## config.mk

```make
export PLATFORM = sky130hd
export DESIGN_NAME = yuyv_to_rgb888_converter
export DESIGN_NICKNAME = d
export VERILOG_FILES = /design/src/design/yuyv_pkg.sv /design/src/design/yuyv_chroma.sv /design/src/design/yuyv_lane.sv /design/src/design/yuyv_to_rgb888_converter.sv
export SDC_FILE = /design/constraint.sdc
export NUM_CORES = 1
export LEC_CHECK = 0
export ABC_AREA = 1
export BUFFER_PORTS_ARGS = -buffer_cell sky130_fd_sc_hd__buf_2
export CAP_MARGIN = 40
export CORE_ASPECT_RATIO = 1.1
export CORE_MARGIN = 5
export CORE_UTILIZATION = 40
export CTS_BUF_LIST = sky130_fd_sc_hd__clkbuf_16
export DETAILED_ROUTE_END_ITERATION = 6
export PLACE_DENSITY = 0.65
export SETUP_SLACK_MARGIN = 0.3
export SLEW_MARGIN = 40
export SYNTH_ARGS = -nofsm -noshare
export SYNTH_HDL_FRONTEND = slang
export SYNTH_SLANG_ARGS = --single-unit
```

## constraint.sdc

```tcl
create_clock -name clk -period 10.7 [get_ports clk]
set_input_delay 2.14 -clock clk [delete_from_list [all_inputs] [get_ports clk]]
set_output_delay 2.14 -clock clk [all_outputs]
set_load 0.05 [all_outputs]
```

## src/design/yuyv_pkg.sv

```systemverilog
// shared types and constants for the yuyv to rgb888 converter
// no dependencies; imported by the chroma stage, the pixel lanes and the top level
package yuyv_pkg;

  localparam int COEF_W = 14;
  localparam int FRAC_W = 12;
  localparam int PROD_W = 22;
  localparam int SUM_W  = 24;
  localparam int CFG_INDEX_W = 4;

  localparam logic [COEF_W-1:0] RESET_RED_V   = 14'd5743;
  localparam logic [COEF_W-1:0] RESET_GREEN_U = 14'd1409;
  localparam logic [COEF_W-1:0] RESET_GREEN_V = 14'd2925;
  localparam logic [COEF_W-1:0] RESET_BLUE_U  = 14'd7258;

  localparam logic [CFG_INDEX_W-1:0] REG_RED_V   = 4'd0;
  localparam logic [CFG_INDEX_W-1:0] REG_GREEN_U = 4'd1;
  localparam logic [CFG_INDEX_W-1:0] REG_GREEN_V = 4'd2;
  localparam logic [CFG_INDEX_W-1:0] REG_BLUE_U  = 4'd3;

  typedef struct packed {
    logic [COEF_W-1:0] red_v;
    logic [COEF_W-1:0] green_u;
    logic [COEF_W-1:0] green_v;
    logic [COEF_W-1:0] blue_u;
  } coef_t;

  typedef struct packed {
    logic signed [PROD_W-1:0] red_v;
    logic signed [PROD_W-1:0] green_u;
    logic signed [PROD_W-1:0] green_v;
    logic signed [PROD_W-1:0] blue_u;
  } prod_t;

  typedef struct packed {
    logic [7:0] red;
    logic [7:0] green;
    logic [7:0] blue;
  } rgb_t;

endpackage

```

## src/design/yuyv_chroma.sv

```systemverilog
// shared chroma products: the four gain times offset-chroma multiplies, registered
// depends on yuyv_pkg
module yuyv_chroma (
  input  logic              clk,
  input  logic              en,
  input  logic [7:0]        chroma_blue,
  input  logic [7:0]        chroma_red,
  input  yuyv_pkg::coef_t   coef,
  output yuyv_pkg::prod_t   prod
);
  import yuyv_pkg::*;

  logic signed [7:0] cb;
  logic signed [7:0] cr;

  // minus 128 on a byte is just the top bit flipped
  assign cb = $signed({~chroma_blue[7], chroma_blue[6:0]});
  assign cr = $signed({~chroma_red[7], chroma_red[6:0]});

  always_ff @(posedge clk) begin
    if (en) begin
      prod.red_v   <= PROD_W'(cr * $signed({1'b0, coef.red_v}));
      prod.green_u <= PROD_W'(cb * $signed({1'b0, coef.green_u}));
      prod.green_v <= PROD_W'(cr * $signed({1'b0, coef.green_v}));
      prod.blue_u  <= PROD_W'(cb * $signed({1'b0, coef.blue_u}));
    end
  end

endmodule

```

## src/design/yuyv_lane.sv

```systemverilog
// one pixel lane: combines scaled luma with the chroma products, floors and clamps
// depends on yuyv_pkg
module yuyv_lane (
  input  logic              clk,
  input  logic              en,
  input  logic [7:0]        luma,
  input  yuyv_pkg::prod_t   prod,
  output yuyv_pkg::rgb_t    rgb
);
  import yuyv_pkg::*;

  logic signed [SUM_W-1:0] base;
  logic signed [SUM_W-1:0] sum_red;
  logic signed [SUM_W-1:0] sum_green;
  logic signed [SUM_W-1:0] sum_blue;

  // floor by dropping the fraction, then saturate to a byte
  function automatic logic [7:0] clamp_pixel(input logic signed [SUM_W-1:0] s);
    logic [SUM_W-FRAC_W-1:0] whole;
    whole = s[SUM_W-1:FRAC_W];
    if (s[SUM_W-1]) begin
      clamp_pixel = 8'd0;
    end else if (|whole[SUM_W-FRAC_W-1:8]) begin
      clamp_pixel = 8'hFF;
    end else begin
      clamp_pixel = whole[7:0];
    end
  endfunction

  assign base      = $signed({{(SUM_W-FRAC_W-8){1'b0}}, luma, {FRAC_W{1'b0}}});
  assign sum_red   = base + SUM_W'(prod.red_v);
  assign sum_green = base - SUM_W'(prod.green_u) - SUM_W'(prod.green_v);
  assign sum_blue  = base + SUM_W'(prod.blue_u);

  always_ff @(posedge clk) begin
    if (en) begin
      rgb.red   <= clamp_pixel(sum_red);
      rgb.green <= clamp_pixel(sum_green);
      rgb.blue  <= clamp_pixel(sum_blue);
    end
  end

endmodule

```

## src/design/yuyv_to_rgb888_converter.sv

```systemverilog
// yuyv to rgb888 converter (bt.601, q2.12 gains): one yuyv word in, two rgb888 pixels out
// pipeline: multiply stage, then lane stage, from input transaction to output valid
// throughput: one pixel pair per clock; each stage advances when it is empty or the next moves
// reset (rst, synchronous): pipeline emptied, gains return to 1.402, 0.344, 0.714, 1.772
// depends on yuyv_pkg, yuyv_chroma and yuyv_lane
module yuyv_to_rgb888_converter (
  input  logic                               clk,
  input  logic                               rst,
  // input stream
  input  logic                               s_tvalid,
  output logic                               s_tready,
  // fields from bit 0: luma_first, chroma_blue, luma_second, chroma_red
  input  logic [31:0]                        s_tdata,
  input  logic                               s_tlast,
  // output stream
  output logic                               m_tvalid,
  input  logic                               m_tready,
  // fields from bit 0: red_first, green_first, blue_first,
  // red_second, green_second, blue_second
  output logic [47:0]                        m_tdata,
  output logic                               m_tlast,
  // configuration writes
  input  logic                               cfg_we,
  input  logic [yuyv_pkg::CFG_INDEX_W-1:0]   cfg_index,
  input  logic [yuyv_pkg::COEF_W-1:0]        cfg_data
);
  import yuyv_pkg::*;

  coef_t coef;
  prod_t prod;
  rgb_t  rgb_first;
  rgb_t  rgb_second;

  // stage 1 holds products plus delayed luma and frame end
  logic       stage1_valid;
  logic [7:0] luma_first_q;
  logic [7:0] luma_second_q;
  logic       last_q;
  // stage 2 is the output register
  logic       stage2_valid;
  logic       last_out;

  logic adv1;
  logic adv2;

  // a stage may load when it is empty or its content moves on this cycle
  assign adv2     = !stage2_valid || m_tready;
  assign adv1     = !stage1_valid || adv2;
  assign s_tready = adv1;

  // gain registers; writes beyond the list are dropped
  always_ff @(posedge clk) begin
    if (rst) begin
      coef.red_v   <= RESET_RED_V;
      coef.green_u <= RESET_GREEN_U;
      coef.green_v <= RESET_GREEN_V;
      coef.blue_u  <= RESET_BLUE_U;
    end else if (cfg_we) begin
      case (cfg_index)
        REG_RED_V:   coef.red_v   <= cfg_data;
        REG_GREEN_U: coef.green_u <= cfg_data;
        REG_GREEN_V: coef.green_v <= cfg_data;
        REG_BLUE_U:  coef.blue_u  <= cfg_data;
        default: ;
      endcase
    end
  end

  // valid bits for the two stages
  always_ff @(posedge clk) begin
    if (rst) begin
      stage1_valid <= 1'b0;
      stage2_valid <= 1'b0;
    end else begin
      if (adv1) begin
        stage1_valid <= s_tvalid;
      end
      if (adv2) begin
        stage2_valid <= stage1_valid;
      end
    end
  end

  // payload carried alongside the multiply stage, and frame end into the output stage
  always_ff @(posedge clk) begin
    if (adv1) begin
      luma_first_q  <= s_tdata[7:0];
      luma_second_q <= s_tdata[23:16];
      last_q        <= s_tlast;
    end
    if (adv2) begin
      last_out <= last_q;
    end
  end

  // chroma products are shared by both pixels of the pair
  yuyv_chroma u_chroma (
    .clk         (clk),
    .en          (adv1),
    .chroma_blue (s_tdata[15:8]),
    .chroma_red  (s_tdata[31:24]),
    .coef        (coef),
    .prod        (prod)
  );

  // one lane per pixel, each with its own luma
  yuyv_lane u_lane_first (
    .clk  (clk),
    .en   (adv2),
    .luma (luma_first_q),
    .prod (prod),
    .rgb  (rgb_first)
  );

  yuyv_lane u_lane_second (
    .clk  (clk),
    .en   (adv2),
    .luma (luma_second_q),
    .prod (prod),
    .rgb  (rgb_second)
  );

  // merge both lanes into the output word
  assign m_tvalid = stage2_valid;
  assign m_tlast  = last_out;
  assign m_tdata  = {rgb_second.blue, rgb_second.green, rgb_second.red,
                     rgb_first.blue, rgb_first.green, rgb_first.red};

`ifndef SYNTH
  // an accepted transaction always lands in stage 1
  a_accept_loads: assert property (@(posedge clk) disable iff (rst)
    (s_tvalid && s_tready) |=> stage1_valid)
    else $error("accepted transaction lost before stage 1");

  // a full stage 1 moving forward fills the output register
  a_stage_moves: assert property (@(posedge clk) disable iff (rst)
    (stage1_valid && adv2) |=> m_tvalid)
    else $error("stage 1 content lost on the way to the output");

  // output drains when taken and nothing follows
  a_drain: assert property (@(posedge clk) disable iff (rst)
    (m_tvalid && m_tready && !stage1_valid) |=> !m_tvalid)
    else $error("output transaction repeated");

  // reset empties the pipeline
  a_reset_empty: assert property (@(posedge clk)
    rst |=> (!m_tvalid && !stage1_valid))
    else $error("pipeline not empty after reset");
`endif

endmodule

```

==> run_results.csv, run 1 <==
group,metric,value,unit
floorplanning,fp.dieW,253,um
sta,fmax,153,MHz
grt,gr-total-overflow,0,
power_and_ir_drop,power_leakage,16.4,nW
power_and_ir_drop,cellPowerDensity,235,mW/mm2
cells_and_area,fin_nets,4108,
min_path,hold_class,"flop to flop",
logic_synthesis,syn_area,0.0261,mm2
cells_and_area,diodes,0,
sta,setup_viol,0,
routing,drtPass1Iterations,7,
setup_path,end_kind,"flop",
grt,antenna_found_initial,1,
clocking,post-cts-setup-buffers,0,
clocking,cts_tree,"yes",
logic_synthesis,seq_area_frac_synth,19.4,%
placed_design,place_congestion,0.898,
clocking,cts_buffer_depth,2,
routing,drc,0,
floorplanning,ioPinCount,107,
grt,gr-usage-all-layers,19.1,%
grt,grt_max_degree,46,
grt,grt_pass1_vias,20477,
logic_synthesis,synth-seq-cells,188,
cells_and_area,drive_gt1_share,5.03,%
sta,relSlewSlack,54.7,%
sta,fin_crit,6520,ps
routing,vias_per_cell,4.75,
setup_path,critical_path_class,"primary input to flop",
placed_design,portBuffers,106,
floorplanning,rows,98,
run,maxCapViolCount,0,
sta,clock_skew,16.4,ps
routing,wl_per_cell,15.2,um
setup_path,arrival,6760,ps
sta,rsz0062_at_grt,"false",
logic_synthesis,synth_most_common_cell,"inv_1",
sta,slew_violations,0,
routing,wirelength,65700,um
logic_synthesis,synth.avg_cell_area,7.55,um2
logic_synthesis,ys.flop_type,"edfxtp_1",
placed_design,dp_hpwl,54000,um
floorplanning,die_y,278,um
sta,finalCritPeriodShare,60.9,%
routing,drt-initial-drc-count,1162,
logic_synthesis,synth_nets,4098,
floorplanning,start_util,40.2,%
outcome,outcome,"finished clean",
sta,hold_viol_final,0,
clocking,insertion_delay,490,ps
power_and_ir_drop,total_power,6.54,mW
logic_synthesis,yosysWarnings,0,
power_and_ir_drop,ir_worst_vdd,0.165,mV
sta,setup_tns,0,ps
setup_path,cp-start-kind,"primary input",
logic_synthesis,synth.distinct_cells,40,
logic_synthesis,synthTopCellsByArea,"fa_1, edfxtp_1, inv_1, ha_1, nand2_1",
clocking,clockRootBuffer,"clkbuf_16",
clocking,cts_inserted_buffers,17,
logic_synthesis,synthArstFlopShare,0,%
routing,ant_nets,0,
cells_and_area,n_fill_cell,6516,
clocking,htreeDepth,4,
logic_synthesis,synth-edff-count,130,
floorplanning,core,0.0649,mm2
logic_synthesis,yosysTopAreaCell,"fa_1",
cells_and_area,syn2layout_area_growth,6.96,%
clocking,clk_pin_slew,80,ps
setup_path,worstPathMaxFanout,29,
clocking,cts-resized-gates,0,
sta,tightest_slew,680,ps
grt,grt_pass1_wl,107000,um
clocking,cts_num_sinks,188,
routing,vias,20569,
logic_synthesis,synth_common_cells,"inv_1, nand2_1, fa_1",
floorplanning,dieArea,0.0704,mm2
logic_synthesis,yosysTopAreaCellShare,23.6,%
setup_path,required,10940,ps
clocking,cts_hold_buf,0,
logic_synthesis,netlist_instances,3455,
-- cell type report --
cell class / count / area, um2 / area share, %
tap: 850 / 1060 / 3.81
timing repair buffer: 112 / 576 / 2.06
inverter: 946 / 3550 / 12.7
multi-input combinational: 2200 / 17000 / 61.0
clock buffer: 17 / 425 / 1.53
clock inverter: 15 / 199 / 0.713
sequential: 188 / 5060 / 18.2
-- state kept, by name (all words and copies together), names as in the netlist --
name and count:
luma_second_q 8, stage1_valid 1, luma_first_q 8, u_lane_first.rgb 24, coef 56, m_tvalid 1, last_q 1, m_tlast 1
u_lane_second.rgb 24, u_chroma.prod 64
-- path summary, 6_finish.rpt --
check | from | endpoint | slack, ps | depth (start not counted)
max reg2reg | coef[30] | u_chroma.prod[58] | 5990 | 15
max | s_tdata[31] | u_chroma.prod[36] | 4180 | 17
min reg2reg | last_q | m_tlast | 420 | 0
min | last_q | m_tlast | 420 | 0
-- routing by layer --
metal	up-vias	routed length, um	global-route usage [%]
met4	2	2260	6.67
met2	506	32100	33.0
met5	-	12	0
li1	10250	-	-
met1	9707	28000	24.6
met3	104	3320	2.25
-- kinds of logic (layout without fill, tap and decap cells) --
group / count (synthesis) / after routing / synth area share, %
simple gates: 1275 / 1275 / 19.7
buf+inv: 1067 / 1090 / 15.4
fa+ha+maj: 587 / 587 / 37.0
compound gates: 245 / 245 / 5.33
flops: 188 / 188 / 19.4
xor+xnor: 93 / 93 / 3.12
-- cells in the final DEF, fill, tap and decap left out, types with 3 or more instances in the layout --
master     count
a21boi_0       5
a21o_1        18
a21oi_1      127
a21oi_2        3
a31oi_1       13
buf_2        106
buf_4          6
clkbuf_16     17
clkinv_8       3
dfxtp_1       58
edfxtp_1     130
fa_1         308
ha_1         279
inv_1        944
inv_6          4
inv_8          3
nand2_1      876
nand2_2        4
nand3_1      112
nand3b_1       9
nand4_1       23
nor2_1       208
nor2_2         5
nor2_4         3
nor3_1        17
nor4_1         3
o21a_1         4
o21ai_0       48
o21bai_1      17
or2_2          9
xnor2_1       43
xor2_1        50
-- critical path, stage by stage --
cell,delay (ps)
buf_2,470
inv_1,270
fa_1,590
inv_1,50
fa_1,490
inv_1,50
fa_1,530
inv_1,50
fa_1,470
inv_1,50
ha_1,340
nand2_1,60
o21ai_0,340
a21boi_0,220
o21ai_0,330
a21oi_1,130
xnor2_1,140
-- stage by stage --
step                utilization (%)  std cells  hold WS [ps]  worst slack, ps  area, um2
finish                         43.0       4328           423             4180      27900
global route                   43.0       4328           439             3820      27900
CTS                            43.0       4328           426             4230      27900
detailed placement             42.0       4296           406             3710      27300
global placement               42.0       4296           402             3790      27300
floorplan                         -       3455           400             4180      26100
-- report_power, final --
part / total (mW) / internal (mW) / switching (mW)
combinational: 4.61 / 1.58 / 3.03
sequential: 1.25 / 1.11 / 0.139
clock: 0.686 / 0.357 / 0.329
total: 6.54 / 3.05 / 3.50
Power figures use the tool's default switching activity.
==> run 2, diff against run 1 <==
clock period = 6 ns   (was 10.7 ns; I/O delays follow)
==> run_results.csv, run 2 (synthesis results as in run 1) <==
group,metric,value,unit
setup_path,path_common_cell,"inv_1",
sta,setup_viol,0,
power_and_ir_drop,p_comb_share,71.4,%
clocking,cts_num_sinks,188,
setup_path,reg2reg_to,"u_chroma.prod[36]",
power_and_ir_drop,ir_worst_vdd,0.349,mV
routing,ant_nets,0,
placed_design,place_ws,366,ps
min_path,hold_class,"flop to flop",
routing,drc,0,
setup_path,cp-start-kind,"primary input",
setup_path,worst-path-buf-inv,6,
sta,finalCritPeriodShare,86.3,%
power_and_ir_drop,cellPowerDensity,418,mW/mm2
setup_path,worst-path-stages,17,
power_and_ir_drop,power_leakage,16.6,nW
routing,wl_per_cell,15.2,um
clocking,cts_buffer_depth,2,
floorplanning,fp.dieW,253,um
sta,fmax,193,MHz
power_and_ir_drop,power.internal,5.45,mW
min_path,hp-start,"last_q",
setup_path,cpMaxStageDelayCell,"fa_1",
floorplanning,dieArea,0.0704,mm2
power_and_ir_drop,swShare,53.5,%
clocking,htreeDepth,4,
grt,grt_pass1_vias,20718,
floorplanning,core,0.0649,mm2
sta,fin_hold_ws,424,ps
sta,tightest_slew,637,ps
floorplanning,start_util,40.2,%
placed_design,dp_hpwl,56300,um
clocking,clockRootBuffer,"clkbuf_16",
sta,setup_ws,822,ps
setup_path,end_kind,"flop",
clocking,cts-resized-gates,0,
outcome,outcome,"finished clean",
setup_path,r2r_slack,1310,ps
cells_and_area,n_fill_cell,6635,
power_and_ir_drop,p_switching,6.27,mW
cells_and_area,top_register,"u_chroma.prod",
grt,gr-total-overflow,0,
min_path,hold_path_depth,0,
cells_and_area,fin_util,43.3,%
routing,drt-initial-drc-count,1180,
sta,setup_tns,0,ps
cells_and_area,largest_reg_flops,64,
setup_path,crit_chain,"buf_2 > inv_1 > fa_1 > inv_1 > fa_1 > inv_1 > fa_1 > inv_1 > fa_1 > inv_1 > ha_1 > nand2_1 > o21ai_0 > a21boi_0 > o21ai_0 > a21oi_1 > xnor2_1",
routing,drtPass1Iterations,7,
cells_and_area,drive_gt1_share,5.90,%
floorplanning,die_y,278,um
clocking,cts_hold_buf,0,
placed_design,placedInstanceArea,0.0275,mm2
power_and_ir_drop,clockPowerShare,9.8,%
setup_path,critical_path_class,"primary input to flop",
setup_path,cp_slowest_stage_delay,560,ps
clocking,cts_inserted_buffers,17,
placed_design,portBuffers,106,
sta,clock_skew,16.5,ps
routing,vias,20768,
grt,grt_max_degree,51,
cells_and_area,top_regs,"u_chroma.prod: 64 flops, coef: 56 flops",
setup_path,arrival,5430,ps
power_and_ir_drop,seq_power_share,18.8,%
setup_path,r2r-start,"coef[19]",
cells_and_area,final_common_cell,"inv_1",
min_path,hold_end,"m_tlast",
floorplanning,ioPinCount,107,
setup_path,worstPathMaxFanout,7,
run,maxCapViolCount,0,
grt,grt_pass1_wl,109000,um
setup_path,reg2regPathDepth,15,
routing,vias_per_cell,4.76,
cells_and_area,stdcell_area,0.0281,mm2
placed_design,place_congestion,0.920,
grt,gr-usage-all-layers,19.2,%
floorplanning,rows,98,
sta,fin_crit,5180,ps
sta,rsz0062_at_grt,"false",
clocking,cts_tree,"yes",
setup_path,required,6250,ps
sta,relSlewSlack,57.4,%
cells_and_area,final_cell_mix,"inv_1, nand2_1, fa_1, ha_1, nor2_1",
clocking,insertion_delay,500,ps
sta,slew_violations,0,
routing,wirelength,66500,um
setup_path,crit_family,"adder cells",
clocking,clk_pin_slew,80,ps
grt,antenna_found_initial,4,
cells_and_area,syn2layout_area_growth,7.71,%
clocking,post-cts-setup-buffers,0,
cells_and_area,fin_nets,4141,
sta,hold_viol_final,0,
run 2: how the worst max path moves through the flow:
stage	from	endpoint	slack [ps]
5_1_grt	s_tdata[31]	u_chroma.prod[36]	610
4_1_cts	s_tdata[31]	u_chroma.prod[36]	920
6_report	s_tdata[31]	u_chroma.prod[36]	820
3_3_place_gp	s_tdata[12]	u_chroma.prod[21]	400
2_1_floorplan	s_tdata[10]	u_chroma.prod[58]	480
3_5_place_dp	s_tdata[31]	u_chroma.prod[36]	370
run 2: power by group through the flow:
stage	combinational, mW	sequential, mW	clock [mW]
CTS	8.39	2.22	1.19
global placement	8.29	2.24	0
global route	9.49	2.24	1.23
floorplan	5.68	2.72	0
detailed placement	8.35	2.24	0
finish	8.37	2.21	1.15
run 2: layout make-up:
cell class | count | area [um2] | share of cell area, %
Antenna cell | 1 | 2.50 | 0.00891
Clock buffer | 18 | 450 | 1.60
Clock inverter | 14 | 121 | 0.432
Inverter | 946 | 3550 | 12.6
Multi-Input combinational cell | 2200 | 17000 | 60.6
Sequential cell | 188 | 5060 | 18.0
Tap cell | 850 | 1060 | 3.79
Timing Repair Buffer | 145 | 823 | 2.93
run 2: layer usage:
layer	vias to the layer above	GRT usage [%]	part of all wire (%)
met2	466	34.0	50
met1	9856	24.6	43
met4	2	5.57	2.7
met5	-	0	0.017
met3	108	2.23	4.1
li1	10336	-	-
run 2: metrics by stage:
step | total power [mW] | cells
floorplan | 8.40 | 3455
global placement | 10.5 | 4329
detailed placement | 10.6 | 4329
CTS | 11.8 | 4361
global route | 13.0 | 4361
finish | 11.7 | 4362
